==> src/rtl/spq_pkg.sv <==
package spq_pkg;

    localparam int CAPACITY = 16;
    localparam int IDX_W    = $clog2(CAPACITY);
    localparam int CNT_W    = $clog2(CAPACITY + 1);
    localparam int KEY_W    = 32;
    localparam int VALUE_W  = 32;

    localparam logic [CNT_W-1:0] FULL_CNT = CNT_W'(CAPACITY);

    // operation codes
    localparam logic OP_ENQ = 1'b0;
    localparam logic OP_DEQ = 1'b1;

    typedef logic [KEY_W-1:0]   key_t;
    typedef logic [VALUE_W-1:0] value_t;

    typedef struct packed {
        key_t   key;
        value_t value;
    } entry_t;

    // result of the shared key comparator
    typedef struct packed {
        logic gt;
        logic eq;
    } cmp_t;

endpackage

==> src/rtl/spq_ram.sv <==
module spq_ram
#(
    parameter int DEPTH = 16,
    parameter int WIDTH = 64
)
(
    input  logic                     clk,
    input  logic                     wr_en,
    input  logic [$clog2(DEPTH)-1:0] wr_addr,
    input  logic [WIDTH-1:0]         wr_data,
    input  logic [$clog2(DEPTH)-1:0] rd_addr,
    output logic [WIDTH-1:0]         rd_data
);

    logic [WIDTH-1:0] mem [DEPTH];

    always_ff @(posedge clk)
    begin
        if (wr_en)
        begin
            mem[wr_addr] <= wr_data;
        end
        rd_data <= mem[rd_addr];
    end

endmodule

==> src/rtl/spq_cmp.sv <==
module spq_cmp
    import spq_pkg::*;
(
    input  key_t a,
    input  key_t b,
    output cmp_t res
);

    assign res.gt = (a > b);
    assign res.eq = (a == b);

endmodule

==> src/rtl/sorted_priority_queue_with_update_top.sv <==
// Channel   Direction  Handshake            Payload
// request   in         in_valid / in_stall  operation, key, value
// result    out        out_valid / out_stall ok, replaced, out_key, out_value
//
// An enqueue scans the stored entries (up to the count) and then moves the entries
// below its place down; a dequeue reads the head and moves any later entries up.
// The single read port of the entry memory sets the pace: one entry per cycle,
// through one shared key comparator.
// Reset empties the queue at once; the memory contents are left as they are.
// in_stall is high while a request is being worked on; a finished result waits
// in the output register, and a new request is taken while it waits.
module sorted_priority_queue_with_update_top
    import spq_pkg::*;
(
    input  logic   clk,
    input  logic   rst_n,
    input  logic   in_valid,
    output logic   in_stall,
    input  logic   operation,
    input  key_t   key,
    input  value_t value,
    output logic   out_valid,
    input  logic   out_stall,
    output logic   ok,
    output logic   replaced,
    output key_t   out_key,
    output value_t out_value
);

    typedef enum logic [2:0] {
        ST_IDLE,
        ST_SEARCH,
        ST_SHIFT,
        ST_PUT,
        ST_DQ_HEAD,
        ST_DQ_SHIFT,
        ST_DONE
    } state_t;

    state_t            state_reg, state_next;
    logic [CNT_W-1:0]  count_reg, count_next;
    logic [CNT_W-1:0]  scan_reg, scan_next;
    logic [CNT_W-1:0]  pos_reg, pos_next;
    logic [CNT_W-1:0]  sh_reg, sh_next;
    key_t              k_reg, k_next;
    value_t            v_reg, v_next;
    logic              rep_reg, rep_next;

    // result held until the output register is free
    logic              res_ok_reg, res_ok_next;
    logic              res_rep_reg, res_rep_next;
    key_t              res_key_reg, res_key_next;
    value_t            res_val_reg, res_val_next;

    logic              out_valid_reg, out_valid_next;
    logic              ok_reg, ok_next;
    logic              replaced_reg, replaced_next;
    key_t              out_key_reg, out_key_next;
    value_t            out_value_reg, out_value_next;

    logic              wr_en;
    logic [IDX_W-1:0]  wr_addr;
    entry_t            wr_data;
    logic [CNT_W-1:0]  rd_addr;
    entry_t            rd_data;
    cmp_t              cmp;

    logic [CNT_W-1:0]  scan_inc;
    logic [CNT_W-1:0]  ins_pos;

    spq_ram
    #(
        .DEPTH (CAPACITY),
        .WIDTH ($bits(entry_t))
    )
    u_ram
    (
        .clk     (clk),
        .wr_en   (wr_en),
        .wr_addr (wr_addr),
        .wr_data (wr_data),
        .rd_addr (rd_addr[IDX_W-1:0]),
        .rd_data (rd_data)
    );

    // shared comparator: stored key against the requested key
    spq_cmp u_cmp
    (
        .a   (rd_data.key),
        .b   (k_reg),
        .res (cmp)
    );

    assign scan_inc = scan_reg + CNT_W'(1);
    assign ins_pos  = cmp.gt ? scan_inc : scan_reg;

    always_comb
    begin
        state_next     = state_reg;
        count_next     = count_reg;
        scan_next      = scan_reg;
        pos_next       = pos_reg;
        sh_next        = sh_reg;
        k_next         = k_reg;
        v_next         = v_reg;
        rep_next       = rep_reg;
        res_ok_next    = res_ok_reg;
        res_rep_next   = res_rep_reg;
        res_key_next   = res_key_reg;
        res_val_next   = res_val_reg;
        ok_next        = ok_reg;
        replaced_next  = replaced_reg;
        out_key_next   = out_key_reg;
        out_value_next = out_value_reg;
        out_valid_next = out_valid_reg && out_stall;
        rd_addr        = '0;
        wr_en          = 1'b0;
        wr_addr        = pos_reg[IDX_W-1:0];
        wr_data        = '{key: k_reg, value: v_reg};

        case (state_reg)
            ST_IDLE:
            begin
                if (in_valid)
                begin
                    k_next   = key;
                    v_next   = value;
                    rep_next = 1'b0;
                    scan_next = '0;
                    pos_next  = '0;
                    if (count_reg == '0)
                    begin
                        if (operation == OP_DEQ)
                        begin
                            // empty queue: refuse
                            res_ok_next  = 1'b0;
                            res_rep_next = 1'b0;
                            res_key_next = '0;
                            res_val_next = '0;
                            state_next   = ST_DONE;
                        end
                        else
                        begin
                            state_next = ST_PUT;
                        end
                    end
                    else if (operation == OP_DEQ)
                    begin
                        state_next = ST_DQ_HEAD;
                    end
                    else
                    begin
                        state_next = ST_SEARCH;
                    end
                end
            end

            ST_SEARCH:
            begin
                if (cmp.gt && (scan_inc != count_reg))
                begin
                    // advance to the next stored entry
                    scan_next = scan_inc;
                    rd_addr   = scan_inc;
                end
                else if (cmp.eq)
                begin
                    rep_next   = 1'b1;
                    pos_next   = scan_reg;
                    state_next = ST_PUT;
                end
                else if (count_reg == FULL_CNT)
                begin
                    res_ok_next  = 1'b0;
                    res_rep_next = 1'b0;
                    res_key_next = '0;
                    res_val_next = '0;
                    state_next   = ST_DONE;
                end
                else if (ins_pos == count_reg)
                begin
                    pos_next   = ins_pos;
                    state_next = ST_PUT;
                end
                else
                begin
                    pos_next   = ins_pos;
                    sh_next    = count_reg;
                    rd_addr    = count_reg - CNT_W'(1);
                    state_next = ST_SHIFT;
                end
            end

            ST_SHIFT:
            begin
                // move entry sh-1 down to sh
                wr_en   = 1'b1;
                wr_addr = sh_reg[IDX_W-1:0];
                wr_data = rd_data;
                rd_addr = sh_reg - CNT_W'(2);
                sh_next = sh_reg - CNT_W'(1);
                if ((sh_reg - CNT_W'(1)) == pos_reg)
                begin
                    state_next = ST_PUT;
                end
            end

            ST_PUT:
            begin
                wr_en        = 1'b1;
                res_ok_next  = 1'b1;
                res_rep_next = rep_reg;
                res_key_next = k_reg;
                res_val_next = v_reg;
                if (!rep_reg)
                begin
                    count_next = count_reg + CNT_W'(1);
                end
                state_next = ST_DONE;
            end

            ST_DQ_HEAD:
            begin
                res_ok_next  = 1'b1;
                res_rep_next = 1'b0;
                res_key_next = rd_data.key;
                res_val_next = rd_data.value;
                if (count_reg == CNT_W'(1))
                begin
                    count_next = '0;
                    state_next = ST_DONE;
                end
                else
                begin
                    rd_addr    = CNT_W'(1);
                    sh_next    = CNT_W'(1);
                    state_next = ST_DQ_SHIFT;
                end
            end

            ST_DQ_SHIFT:
            begin
                // move entry sh up to sh-1
                wr_en   = 1'b1;
                wr_addr = sh_reg[IDX_W-1:0] - IDX_W'(1);
                wr_data = rd_data;
                rd_addr = sh_reg + CNT_W'(1);
                sh_next = sh_reg + CNT_W'(1);
                if ((sh_reg + CNT_W'(1)) == count_reg)
                begin
                    count_next = count_reg - CNT_W'(1);
                    state_next = ST_DONE;
                end
            end

            ST_DONE:
            begin
                if (!out_valid_reg || !out_stall)
                begin
                    out_valid_next = 1'b1;
                    ok_next        = res_ok_reg;
                    replaced_next  = res_rep_reg;
                    out_key_next   = res_key_reg;
                    out_value_next = res_val_reg;
                    state_next     = ST_IDLE;
                end
            end

            default:
            begin
                state_next = ST_IDLE;
            end
        endcase
    end

    always_ff @(posedge clk or negedge rst_n)
    begin
        if (!rst_n)
        begin
            state_reg     <= ST_IDLE;
            count_reg     <= '0;
            out_valid_reg <= 1'b0;
        end
        else
        begin
            state_reg     <= state_next;
            count_reg     <= count_next;
            out_valid_reg <= out_valid_next;
            scan_reg      <= scan_next;
            pos_reg       <= pos_next;
            sh_reg        <= sh_next;
            k_reg         <= k_next;
            v_reg         <= v_next;
            rep_reg       <= rep_next;
            res_ok_reg    <= res_ok_next;
            res_rep_reg   <= res_rep_next;
            res_key_reg   <= res_key_next;
            res_val_reg   <= res_val_next;
            ok_reg        <= ok_next;
            replaced_reg  <= replaced_next;
            out_key_reg   <= out_key_next;
            out_value_reg <= out_value_next;
        end
    end

    assign in_stall  = (state_reg != ST_IDLE);
    assign out_valid = out_valid_reg;
    assign ok        = ok_reg;
    assign replaced  = replaced_reg;
    assign out_key   = out_key_reg;
    assign out_value = out_value_reg;

`ifndef SYNTH
    a_count_bound: assert property (@(posedge clk) disable iff (!rst_n)
        count_reg <= FULL_CNT)
        else $error("entry count beyond capacity");

    a_count_step: assert property (@(posedge clk) disable iff (!rst_n)
        (count_reg != $past(count_reg)) |->
            ((count_reg == $past(count_reg) + CNT_W'(1)) ||
             (count_reg == $past(count_reg) - CNT_W'(1))))
        else $error("entry count moved by more than one");

    a_fail_zero: assert property (@(posedge clk) disable iff (!rst_n)
        (out_valid && !ok) |-> (!replaced && (out_key == '0) && (out_value == '0)))
        else $error("refused request carries data");

    a_result_from_done: assert property (@(posedge clk) disable iff (!rst_n)
        $rose(out_valid) |-> ($past(state_reg) == ST_DONE))
        else $error("result raised outside completion");

    a_no_write_idle: assert property (@(posedge clk) disable iff (!rst_n)
        (state_reg == ST_IDLE || state_reg == ST_DONE) |-> !wr_en)
        else $error("memory written while no request in progress");
`endif

endmodule
==> config.mk <==
export PLATFORM = sky130hd
export DESIGN_NAME = sorted_priority_queue_with_update_top
export DESIGN_NICKNAME = d
export VERILOG_FILES = /design/src/rtl/spq_pkg.sv /design/src/rtl/spq_ram.sv /design/src/rtl/spq_cmp.sv /design/src/rtl/sorted_priority_queue_with_update_top.sv
export SDC_FILE = /design/constraint.sdc
export NUM_CORES = 2
export LEC_CHECK = 0
export ABC_AREA = 1
export BUFFER_PORTS_ARGS = -buffer_cell sky130_fd_sc_hd__buf_2
export CORE_ASPECT_RATIO = 0.5
export CORE_MARGIN = 3
export CORE_UTILIZATION = 60
export DETAILED_ROUTE_END_ITERATION = 16
export PLACE_DENSITY = 0.84
export SYNTH_ARGS = -nofsm -noshare
export SYNTH_HDL_FRONTEND = slang
export SYNTH_SLANG_ARGS = --single-unit
==> constraint.sdc <==
create_clock -name clk -period 6.85 [get_ports clk]
set_clock_uncertainty 0.2 [all_clocks]
set_input_delay 0.685 -clock clk [delete_from_list [all_inputs] [get_ports clk]]
set_output_delay 0.685 -clock clk [all_outputs]
set_load 0.03 [all_outputs]
==> flow_summary.yaml <==
outcome:
  status: "finished, final reports clean"
power_and_ir_drop:
  finalPower_w: 0.0331
  clockPowerShare: 0.204
  pwr-share-comb: 0.430
  p_sw_frac: 0.422
  internal_power_w: 0.0191
  power_density_nw_per_um2: 552
  p_leak_nw: 22.1
  p_switching_w: 0.0140
  ir_drop_mv: 0.714
  seq_power_share: 0.366
finish:
  layout-drive-gt1-share: 0.100
  layout.nets: 4694
  insertedDiodeCount: 0
  regMostFlops: "u_ram.mem"
  final_core_util: 0.686
  design_area_sq_um: 59900
  reg_top3: "u_ram.mem: 1024 flops, u_ram.rd_data: 64 flops"
  areaGrowthSynthToFinish_pct: 11.7
  largest_reg_flops: 1024
drt:
  ant_nets: 0
  drt_iter0_drc: 6618
  drt-total-wl_microns: 147000
  drc: 0
  drtPass1Iterations: 10
  vias: 38400
  via_per_inst: 6.57
  wl_per_cell_microns: 25.1
synthesis:
  seq_area_frac_synth: 0.721
  syn_area_per_cell_sq_um: 12.0
  yosys-top-cells-count: "nand3_1 (1314), edfxtp_1 (1236), nand2_1 (1045), o21ai_0 (143), buf_2 (135)"
  synth_nets: 4568
  ys_ff_latch: 1309
  yosysTopAreaCellShare: 0.693
  synth_edf_count: 1236
  ys_warn_count: 0
  ys_types: 43
  mappedNetlistArea_sq_um: 53600
  synthFlopType: "edfxtp_1"
  yosysMostFrequentCell: "nand3_1"
  synthArstFlopShare: 0.00688
  synth_area_leaders: "edfxtp_1 (69%), nand3_1 (12%), nand2_1 (7.3%)"
  postSynthCellCount: 4458
  synth_top_area_cell: "edfxtp_1"
global_routing:
  grt_overflow_total: 0
  grt_pass1_vias: 37600
  grt_max_degree: 219
  grt_pass1_wl_microns: 220000
  grtUsageTotal: 0.310
  antenna_found_initial: 1
setup_path:
  path_delay_family: "simple AND/OR/NAND/NOR gates"
  rr_worst_depth: 21
  cp.arrival_ns: 5.79
  worstSetupPathType: "reg -> reg"
  reg2reg_from: "k_reg[7]"
  critPathMaxFanout: 125
  startpoint_type: "flip-flop"
  r2r-end: "u_ram.rd_data[37]"
  crit_chain: "inv_1 > ha_1 > nand2_1 > nor2_1 > nand4_1 > nor2_1 > nand2_2 > nand2_2 > inv_1 > nand2_1 > inv_1 > a21oi_1 > nand2_8 > nand2_8 > buf_4 > nand2_1 > nand3_1 > nand3_1 > nand2_1 > nand2_1 > nand2_1"
  r2r_setup_slack_ns: 1.49
  cp_common_cell: "nand2_1"
  max_stage_delay_ns: 0.55
  required_ns: 7.28
  crit_buf_inv: 4
  crit_path_end_kind: "flip-flop"
  slowest_stage: "buf_4"
die:
  dieWidth_microns: 429
  dieArea_sq_um: 93100
  ioPinCount: 137
  core_sq_um: 87300
  fp.dieH_microns: 217
  row_count: 76
  initial_core_util: 0.614
timing:
  max_freq_ghz: 0.187
  setup_tns_ns: 0
  worst_slack_ns: 1.49
  setup_viol_count_final: 0
  finalCriticalPeriod_ns: 5.36
  final_hold_viol_count: 0
  slew_headroom: 0.162
  fin_crit_sh: 0.783
  rsz0062_at_grt: "no"
  maxSlewViolCount: 0
  worst_pin_slew_ns: 1.25
cts:
  cts_inserted_buffers: 109
  cts_tree: "done"
  clk_path_buf_depth: 3
  clk_pin_slew_ns: 0.07
  root_buffer: "clkbuf_16"
  cts_resized: 0
  htree_levels: 3
  cts_sinks: 1309
  clock_latency_ns: 0.72
  postCtsSetupBuffers: 0
placed_design:
  dp_hpwl_microns: 71000
  place_ws_ns: 1.86
  gp_congestion: 0.872
  port_buffers: 136
  place_area_sq_um: 55400
hold_path:
  holdCritPathClass: "in -> reg"
  hold_depth: 3
  hold_path_end: "out_valid"
  worst_hold_startpoint: "out_stall"
job:
  timing.max_cap.violations: 0
[how the worst max path moves through the flow]
| stage | startpoint | end | slack [ns] | depth (start not counted) |
|---|---|---|---|---|
| floorplan | state_reg[0] | k_reg[0] | 0.75 | 5 |
| global placement | k_reg[7] | u_ram.rd_data[11] | 1.93 | 23 |
| detailed placement | k_reg[7] | u_ram.rd_data[44] | 1.86 | 23 |
| CTS | k_reg[7] | u_ram.rd_data[37] | 1.71 | 21 |
| global route | k_reg[7] | u_ram.rd_data[24] | 1.26 | 23 |
| finish | k_reg[7] | u_ram.rd_data[37] | 1.49 | 21 |
[cells in the final DEF, fill, tap and decap left out, types with 22 or more instances in the layout]
master            n
nand2_1        1044
o21ai_0         131
inv_1           129
edfxtp_1       1236
nand3_1        1314
a21oi_1          27
buf_2           136
clkbuf_8         22
dlygate4sd3_1    65
dfxtp_1          64
ha_1             41
buf_4            90
clkbuf_16       111
buf_12           23
nor2_1           46
[cell families (layout without fill, tap and decap cells)]
family	count (synthesis)	after routing	synth area share
DFF	1309	1309	0.721
buffers and inverters	434	656	0.0419
adders and majority gates	41	41	0.00957
xor gates and xnor gates	22	22	0.00360
and+or+nand+nor	2450	2450	0.204
AOI/OAI and AO/OA	202	202	0.0204
[metal layers]
metal	track usage	vias up	part of all wire
li1	-	16200	-
met1	0.404	18100	0.34
met2	0.495	3407	0.47
met3	0.0635	652	0.14
met4	0.172	2	0.059
met5	0	-	0.000088
[area by class of cell]
class / instances / area (sq um)
well taps: 1170 / 1460
clock inverters: 58 / 736
clock buffers: 149 / 3140
flip-flops and latches: 1309 / 38600
inverters: 134 / 505
fillers: 5407 / 27400
multi-input cells: 2715 / 12900
repair buffers: 315 / 2480
[timing repair]
action / in CTS / in global routing
hold buffers: 65 / 0
setup endpoints to repair: 0 / 0
endpoints found under the hold margin: 73 / 0
[worst min-delay path: cells and delay by family]
| family | cells | cell delay [ns] |
|---|---|---|
| buffers and inverters | 1 | 0.08 |
| AND/OR/NAND/NOR | 2 | 0.17 |
[per-stage QoR]
stage                     instances  hold slack, ns
after CTS                      5850          0.0246
after global placement         5577           0.204
after detailed placement       5578           0.205
after global routing           5850          0.0657
final                          5850          0.0554
after floorplan                4458           0.189
[power groups by stage]
stage                     clock [W]  combinational, W  sequential [W]
after floorplan                   0           0.00970          0.0122
after global placement            0            0.0128          0.0121
after detailed placement          0            0.0134          0.0122
after global routing        0.00706            0.0153          0.0122
after CTS                   0.00671            0.0138          0.0120
final                       0.00675            0.0142          0.0121
Power figures use the tool's default switching activity.
